### config.mk
export PLATFORM = sky130hd
export DESIGN_NAME = gf256_arithmetic_unit_top_flat
export DESIGN_NICKNAME = d
export VERILOG_FILES = /design/src/hdl/gf256_pkg.sv /design/src/hdl/gf256_req_if.sv /design/src/hdl/gf256_rsp_if.sv /design/src/hdl/gf256_cfg_if.sv /design/src/hdl/gf256_dp.sv /design/src/hdl/gf256_ctrl.sv /design/src/hdl/gf256_arithmetic_unit_top.sv /design/src/flat_wrapper.sv
export SDC_FILE = /design/constraint.sdc
export NUM_CORES = 1
export LEC_CHECK = 0
export BUFFER_PORTS_ARGS = -buffer_cell sky130_fd_sc_hd__buf_2
export CAP_MARGIN = 10
export CELL_PAD_IN_SITES_DETAIL_PLACEMENT = 1
export CELL_PAD_IN_SITES_GLOBAL_PLACEMENT = 1
export CORE_MARGIN = 5
export CORE_UTILIZATION = 45
export DETAILED_ROUTE_END_ITERATION = 6
export GPL_TIMING_DRIVEN = 0
export PLACE_DENSITY_LB_ADDON = 0.1
export SLEW_MARGIN = 20
export SYNTH_ARGS = -nofsm -noshare
export SYNTH_HDL_FRONTEND = slang
export SYNTH_SLANG_ARGS = --single-unit
### constraint.sdc
create_clock -name clk -period 6.3 [get_ports clk]
set_clock_uncertainty 0.15 [all_clocks]
set_input_delay 1.575 -clock clk [delete_from_list [all_inputs] [get_ports clk]]
set_output_delay 1.575 -clock clk [all_outputs]
set_load 0.01 [all_outputs]
### src/hdl/gf256_pkg.sv
// Shared types, constants and the field multiply for the GF(2^8) unit.
package gf256_pkg;

  localparam logic [8:0]  RESET_POLY = 9'h11B;
  localparam logic [31:0] INV_EXP    = 32'd254;

  localparam logic [1:0] FUNC_ADD = 2'd0;
  localparam logic [1:0] FUNC_MUL = 2'd1;
  localparam logic [1:0] FUNC_POW = 2'd2;
  localparam logic [1:0] FUNC_INV = 2'd3;

  typedef enum logic [2:0] {
    DP_NOP,
    DP_LOAD,
    DP_MULACC,
    DP_SQUARE,
    DP_RES_ADD,
    DP_RES_MUL,
    DP_RES_ACC
  } dp_op_t;

  typedef struct packed {
    dp_op_t op;
  } dp_cmd_t;

  typedef struct packed {
    logic exp_zero;
    logic exp_lsb;
  } dp_sts_t;

  // carry-less product, then cancel leading terms from x^14 down to x^8
  function automatic logic [7:0] gf_mul(input logic [7:0] a, input logic [7:0] b,
                                        input logic [7:0] poly_lo);
    logic [14:0] prod;
    logic [8:0]  poly;
    prod = '0;
    poly = {1'b1, poly_lo};
    for (int i = 0; i < 8; i++) begin
      if (b[i]) prod = prod ^ ({7'd0, a} << i);
    end
    for (int i = 14; i >= 8; i--) begin
      if (prod[i]) prod = prod ^ ({6'd0, poly} << (i - 8));
    end
    return prod[7:0];
  endfunction

endpackage

### src/hdl/gf256_req_if.sv
// Request channel: operation and operands.
interface gf256_req_if;
  logic        valid;
  logic        ready;
  logic [1:0]  func;
  logic [7:0]  operand_a;
  logic [7:0]  operand_b;
  logic [31:0] exponent;

  modport source (output valid, func, operand_a, operand_b, exponent, input ready);
  modport sink (input valid, func, operand_a, operand_b, exponent, output ready);
endinterface

### src/hdl/gf256_rsp_if.sv
// Result channel.
interface gf256_rsp_if;
  logic       valid;
  logic       ready;
  logic [7:0] result;

  modport source (output valid, result, input ready);
  modport sink (input valid, result, output ready);
endinterface

### src/hdl/gf256_cfg_if.sv
// Configuration write channel for the reduction polynomial.
interface gf256_cfg_if;
  logic       valid;
  logic       ready;
  logic [8:0] reduction_poly;

  modport source (output valid, reduction_poly, input ready);
  modport sink (input valid, reduction_poly, output ready);
endinterface

### src/hdl/gf256_dp.sv
// Datapath: operand, accumulator and exponent registers around one field multiplier.
module gf256_dp (
  input  logic                clk,
  input  logic                rst,
  input  gf256_pkg::dp_cmd_t  cmd,
  output gf256_pkg::dp_sts_t  sts,
  input  logic [1:0]          req_func,
  input  logic [7:0]          req_operand_a,
  input  logic [7:0]          req_operand_b,
  input  logic [31:0]         req_exponent,
  input  logic                cfg_we,
  input  logic [8:0]          cfg_poly,
  output logic [7:0]          result
);
  import gf256_pkg::*;

  logic [7:0]  poly;
  logic [7:0]  acc;
  logic [7:0]  sq;
  logic [7:0]  opb;
  logic [31:0] expo;
  logic [7:0]  mul_x;
  logic [7:0]  mul_y;
  logic [7:0]  mul_p;

  // x^8 is implied, only the low terms are kept
  always_ff @(posedge clk) begin
    if (rst) begin
      poly <= RESET_POLY[7:0];
    end else if (cfg_we) begin
      poly <= cfg_poly[7:0];
    end
  end

  always_comb begin
    mul_x = (cmd.op == DP_MULACC) ? acc : sq;
    mul_y = (cmd.op == DP_RES_MUL) ? opb : sq;
    mul_p = gf_mul(mul_x, mul_y, poly);
  end

  always_ff @(posedge clk) begin
    case (cmd.op)
      DP_LOAD: begin
        acc  <= 8'd1;
        sq   <= req_operand_a;
        opb  <= req_operand_b;
        expo <= (req_func == FUNC_INV) ? INV_EXP : req_exponent;
      end
      DP_MULACC: begin
        acc <= mul_p;
      end
      DP_SQUARE: begin
        sq   <= mul_p;
        expo <= {1'b0, expo[31:1]};
      end
      DP_RES_ADD: begin
        result <= sq ^ opb;
      end
      DP_RES_MUL: begin
        result <= mul_p;
      end
      DP_RES_ACC: begin
        result <= acc;
      end
      default: begin
      end
    endcase
  end

  assign sts.exp_zero = (expo == 32'd0);
  assign sts.exp_lsb  = expo[0];

endmodule

### src/hdl/gf256_ctrl.sv
// Controller: sequences square-and-multiply and owns the request and result handshakes.
module gf256_ctrl (
  input  logic                clk,
  input  logic                rst,
  input  logic                req_valid,
  input  logic [1:0]          req_func,
  output logic                req_ready,
  output logic                rsp_valid,
  input  logic                rsp_ready,
  output gf256_pkg::dp_cmd_t  cmd,
  input  gf256_pkg::dp_sts_t  sts
);
  import gf256_pkg::*;

  typedef enum logic [1:0] {ST_IDLE, ST_MUL, ST_SQR, ST_FIN} state_t;

  state_t state, state_next;
  dp_op_t res_op, res_op_next;
  logic   rsp_valid_next;
  logic   out_free;

  assign req_ready = (state == ST_IDLE) && !rst;
  assign out_free  = !rsp_valid || rsp_ready;

  always_comb begin
    state_next     = state;
    res_op_next    = res_op;
    rsp_valid_next = rsp_valid && !rsp_ready;
    cmd.op         = DP_NOP;
    case (state)
      ST_IDLE: begin
        if (req_valid) begin
          cmd.op = DP_LOAD;
          if (req_func == FUNC_ADD) begin
            res_op_next = DP_RES_ADD;
            state_next  = ST_FIN;
          end else if (req_func == FUNC_MUL) begin
            res_op_next = DP_RES_MUL;
            state_next  = ST_FIN;
          end else begin
            res_op_next = DP_RES_ACC;
            state_next  = ST_MUL;
          end
        end
      end
      ST_MUL: begin
        if (sts.exp_zero) begin
          state_next = ST_FIN;
        end else if (sts.exp_lsb) begin
          cmd.op     = DP_MULACC;
          state_next = ST_SQR;
        end else begin
          // clear bit: square straight away
          cmd.op = DP_SQUARE;
        end
      end
      ST_SQR: begin
        cmd.op     = DP_SQUARE;
        state_next = ST_MUL;
      end
      ST_FIN: begin
        if (out_free) begin
          cmd.op         = res_op;
          rsp_valid_next = 1'b1;
          state_next     = ST_IDLE;
        end
      end
      default: begin
        state_next = ST_IDLE;
      end
    endcase
  end

  always_ff @(posedge clk) begin
    if (rst) begin
      state     <= ST_IDLE;
      res_op    <= DP_RES_ACC;
      rsp_valid <= 1'b0;
    end else begin
      state     <= state_next;
      res_op    <= res_op_next;
      rsp_valid <= rsp_valid_next;
    end
  end

  a_hold_result: assert property (@(posedge clk) disable iff (rst)
    (rsp_valid && !rsp_ready) |=> rsp_valid)
    else $error("pending result dropped");

  a_no_overwrite: assert property (@(posedge clk) disable iff (rst)
    (cmd.op == DP_RES_ADD || cmd.op == DP_RES_MUL || cmd.op == DP_RES_ACC)
      |-> (!rsp_valid || rsp_ready))
    else $error("result register overwritten while pending");

  a_busy_after_accept: assert property (@(posedge clk) disable iff (rst)
    (req_valid && req_ready) |=> !req_ready)
    else $error("request taken while busy");

  a_square_nonzero: assert property (@(posedge clk) disable iff (rst)
    (cmd.op == DP_SQUARE || cmd.op == DP_MULACC) |-> !sts.exp_zero)
    else $error("exponent step with zero exponent");

endmodule

### src/hdl/gf256_arithmetic_unit_top.sv
// Add and multiply go from accept straight to the result step; power squares for each
// exponent bit up to the highest set bit and multiplies once more for each set bit;
// inverse is a power by 254. One shared field multiplier does one product per cycle.
// A new request is taken the cycle after the result is registered; the result register
// lets the next request start while the previous result waits.
// Synchronous reset: idle, no pending result, reduction polynomial 0x11B, nothing taken.
module gf256_arithmetic_unit_top (
  input  logic         clk,
  input  logic         rst,
  gf256_req_if.sink    req,
  gf256_rsp_if.source  rsp,
  gf256_cfg_if.sink    cfg
);
  import gf256_pkg::*;

  dp_cmd_t cmd;
  dp_sts_t sts;

  assign cfg.ready = !rst;

  gf256_ctrl u_ctrl (
    .clk       (clk),
    .rst       (rst),
    .req_valid (req.valid),
    .req_func  (req.func),
    .req_ready (req.ready),
    .rsp_valid (rsp.valid),
    .rsp_ready (rsp.ready),
    .cmd       (cmd),
    .sts       (sts)
  );

  gf256_dp u_dp (
    .clk           (clk),
    .rst           (rst),
    .cmd           (cmd),
    .sts           (sts),
    .req_func      (req.func),
    .req_operand_a (req.operand_a),
    .req_operand_b (req.operand_b),
    .req_exponent  (req.exponent),
    .cfg_we        (cfg.valid),
    .cfg_poly      (cfg.reduction_poly),
    .result        (rsp.result)
  );

endmodule

### src/flat_wrapper.sv
// flat-port wrapper written by rule: the top's interface ports become plain ports
module gf256_arithmetic_unit_top_flat import gf256_pkg::*;
  (clk, rst, req_valid, req_func, req_operand_a, req_operand_b, req_exponent, req_ready, rsp_valid, rsp_result, rsp_ready, cfg_valid, cfg_reduction_poly, cfg_ready);
  gf256_req_if req_i ();
  gf256_rsp_if rsp_i ();
  gf256_cfg_if cfg_i ();
  input  logic clk;
  input  logic rst;
  input wire logic [$bits(req_i.valid)-1:0] req_valid;
  input wire logic [$bits(req_i.func)-1:0] req_func;
  input wire logic [$bits(req_i.operand_a)-1:0] req_operand_a;
  input wire logic [$bits(req_i.operand_b)-1:0] req_operand_b;
  input wire logic [$bits(req_i.exponent)-1:0] req_exponent;
  output wire logic [$bits(req_i.ready)-1:0] req_ready;
  output wire logic [$bits(rsp_i.valid)-1:0] rsp_valid;
  output wire logic [$bits(rsp_i.result)-1:0] rsp_result;
  input wire logic [$bits(rsp_i.ready)-1:0] rsp_ready;
  input wire logic [$bits(cfg_i.valid)-1:0] cfg_valid;
  input wire logic [$bits(cfg_i.reduction_poly)-1:0] cfg_reduction_poly;
  output wire logic [$bits(cfg_i.ready)-1:0] cfg_ready;
  assign req_i.valid = req_valid;
  assign req_i.func = req_func;
  assign req_i.operand_a = req_operand_a;
  assign req_i.operand_b = req_operand_b;
  assign req_i.exponent = req_exponent;
  assign req_ready = req_i.ready;
  assign rsp_valid = rsp_i.valid;
  assign rsp_result = rsp_i.result;
  assign rsp_i.ready = rsp_ready;
  assign cfg_i.valid = cfg_valid;
  assign cfg_i.reduction_poly = cfg_reduction_poly;
  assign cfg_ready = cfg_i.ready;
  gf256_arithmetic_unit_top u_core (.clk(clk), .rst(rst), .req(req_i), .rsp(rsp_i), .cfg(cfg_i));
endmodule
==> impl_metrics.toml <==
[status]
outcome = "finished, final reports clean"

[clocking]
cts_tree = "built"
cts_num_sinks = 77
htreeDepth = 3
worst_skew_pair.late_latency_ns = 0.33
clockBufferDepth = 2
cts.clk_slew.worst_paths_ns = 0.06
cts_made_buffers = 9
cts-root-buf = "clkbuf_16"

[drt]
vias = 4909
first_pass_iters = 7
avgRoutedWirePerCell_um = 20.7
drtIter0Drc = 420
drc = 0
wl_um = 17600
avgViaCountPerCell = 5.80
antenna_left = 0

[worst_setup_path]
endpoint = "u_core.u_dp.result[0]$_DFFE_PP_"
cp-startpoint = "rsp_ready"
worstPathArrival_ns = 6.01
r2r_start = "u_core.u_ctrl.state[1]$_SDFFE_PP0P_"
cp.required_ns = 6.23
end_kind = "register"
r2r_setup_slack_ns = 0.96
critPathMaxFanout = 8
startpoint_type = "primary input"
reg2reg_depth = 15
rr_endpoint = "u_core.u_dp.result[0]$_DFFE_PP_"
path_class = "primary input to register"

[layout]
layout-drive-gt1-share = 0.177
area_growth_pct = 17.6
num_antenna_cells = 0
final-instance-count-excl-fill = 847
nets = 739

[logic_synthesis]
yosys.area_share.simple = 0.170
yosys_warnings = 0
synth_compound_area_frac = 0.173
synthXorXnorAreaFrac = 0.186
avgSynthCellArea_um2 = 9.49
yosysMostFrequentCell = "nor2_1"
ys_types = 67
synth_area_leaders = "edfxtp_1 (34%), xnor2_1 (12%), nor2_1 (5.2%)"
synth_seq_cells = 77
syn-num-nets = 654
ys_seq_area_frac = 0.390
synth.top_cell.area_share = 0.343
syn_area_um2 = 5600
synth-adder-area-share = 0
synthMuxAreaShare = 0.0496
synth_top_cells_by_count = "nor2_1 (78), xnor2_1 (75), edfxtp_1 (64), nand2_1 (59), a21oi_1 (29)"
synth_async_sr_flop_share = 0
synth_top_family_by_area = "XOR/XNOR gates"
synth_edf_count = 64
yosys_most_used_dff = "edfxtp_1"
yosysTopAreaCell = "edfxtp_1"
syn_inst = 590

[global_routing]
grt_pass1_vias = 5064
grt_overflow = 0
grt_max_degree = 24
grt_pass1_wl_um = 27700
track_usage = 0.241
antenna_found_initial = 0

[timing]
hold_viol = 0
post-route-min-period_ns = 6.07
worst_slew_pin_slew_ns = 0.959
setup_violations = 0
finalMaxSlewViolations = 0
max_slew_margin = 0.343
period_share = 0.964
fmax_ghz = 0.165

[floorplanning]
start_util = 0.462
die_x_um = 122
rows = 40
pin_count = 75
die_y_um = 122
dieArea_um2 = 14800
design.core.area_um2 = 12100

[placement]
dp.cells = 830
dp_hpwl_um = 13100
gp_congestion = 0.870
portBuffers = 71

[worst_hold_path]
hold_class = "register to register"

[job]
maxCapViolations = 0
==> worst min-delay path by stage <==
stage          slack, ns                                 start  depth (start not counted)                              endpoint
2_1_floorplan       0.32  u_core.u_ctrl.res_op[1]$_SDFFE_PP1P_                          2  u_core.u_ctrl.res_op[1]$_SDFFE_PP1P_
3_3_place_gp        0.34  u_core.u_ctrl.res_op[1]$_SDFFE_PP1P_                          2  u_core.u_ctrl.res_op[1]$_SDFFE_PP1P_
3_5_place_dp        0.37  u_core.u_ctrl.res_op[1]$_SDFFE_PP1P_                          2  u_core.u_ctrl.res_op[1]$_SDFFE_PP1P_
4_1_cts             0.38  u_core.u_ctrl.res_op[1]$_SDFFE_PP1P_                          2  u_core.u_ctrl.res_op[1]$_SDFFE_PP1P_
5_1_grt             0.40  u_core.u_ctrl.res_op[1]$_SDFFE_PP1P_                          2  u_core.u_ctrl.res_op[1]$_SDFFE_PP1P_
6_report            0.38  u_core.u_ctrl.res_op[1]$_SDFFE_PP1P_                          2  u_core.u_ctrl.res_op[1]$_SDFFE_PP1P_
==> through the flow <==
step	TNS (ns)	hold slack (ns)	util	area, um2	setup WS (ns)
CTS	0	0.381	0.538	6520	0.156
floorplan	0	0.323	-	5600	0.661
finish	0	0.379	0.543	6580	0.227
detailed placement	-5.98	0.374	0.513	6210	-0.377
global route	-0.00553	0.403	0.543	6580	-0.00553
global placement	-15.03	0.341	0.509	6160	-0.308
==> cell type report <==
type / count / area (um2)
buffer: 37 / 158
clock buffer: 9 / 225
clock inverter: 6 / 78.8
fill: 1435 / 5530
inverter: 5 / 18.8
multi-input combinational: 471 / 3300
sequential: 77 / 2180
tap: 168 / 210
timing repair buffer: 74 / 410
==> placed cells by master (no fill, tap or decap), types with 5 or more instances in the layout <==
cell type / count
nor2_1: 78
buf_2: 77
xnor2_1: 72
edfxtp_1: 64
nand2_1: 59
a21oi_1: 29
clkbuf_1: 28
a22o_1: 25
o21ai_0: 21
xor2_1: 21
mux2i_1: 20
dfxtp_1: 13
nand3_1: 10
a22oi_1: 9
nor4_1: 9
clkbuf_16: 9
nand4_1: 7
o21ai_1: 7
o22a_1: 7
nor3_1: 6
nand2b_1: 5
and2_1: 5
xnor3_1: 5
a31oi_1: 5
==> cells by family after synthesis <==
group	count (synthesis)
and+or+nand+nor	203
AOI/OAI and AO/OA	137
xor gates and xnor gates	106
DFF	77
buffers and inverters	42
muxes	25
==> per-layer routing <==
metal,up-vias,part of all wire,GRT usage
li1,2305,-,-
met1,2423,0.46,0.338
met2,154,0.46,0.379
met3,27,0.060,0.0539
met4,0,0.018,0.0588
met5,-,0,0
==> critical path, cell delays in order <==
cell and delay [ns]:
buf_2 0.08, and2b_1 0.32, o31ai_2 0.39, and2_1 0.17, buf_2 0.19, nor2_1 0.07, xnor3_1 0.54, xor3_1 0.50
and3_1 0.21, or3_1 0.36, and2_1 0.16, buf_6 0.13, o221a_4 0.26, xor2_2 0.33, nand2_2 0.17, xnor2_1 0.19
a221o_1 0.33
==> sequential cells by signal, summed over array words and instances, names as in the netlist <==
name and count:
u_core.u_dp.expo 32, u_core.u_dp.acc 8, u_core.u_dp.opb 8, u_core.u_dp.poly 8, u_core.u_dp.result 8, u_core.u_dp.sq 8
u_core.u_ctrl.res_op 2, u_core.u_ctrl.state 2, u_core.u_ctrl.rsp_valid 1
==> timing repair <==
| action | 4_1_cts | 5_1_grt |
|---|---|---|
| hold buffers | 0 | 0 |
| resized for setup | 1 | 6 |
| setup endpoints to repair | 5 | 19 |
| pin swaps | 0 | 1 |
| buffers inserted | 0 | 2 |
Power is not shown: default switching activity piles up to over one toggle a cycle in this logic, so the estimate is an artifact.
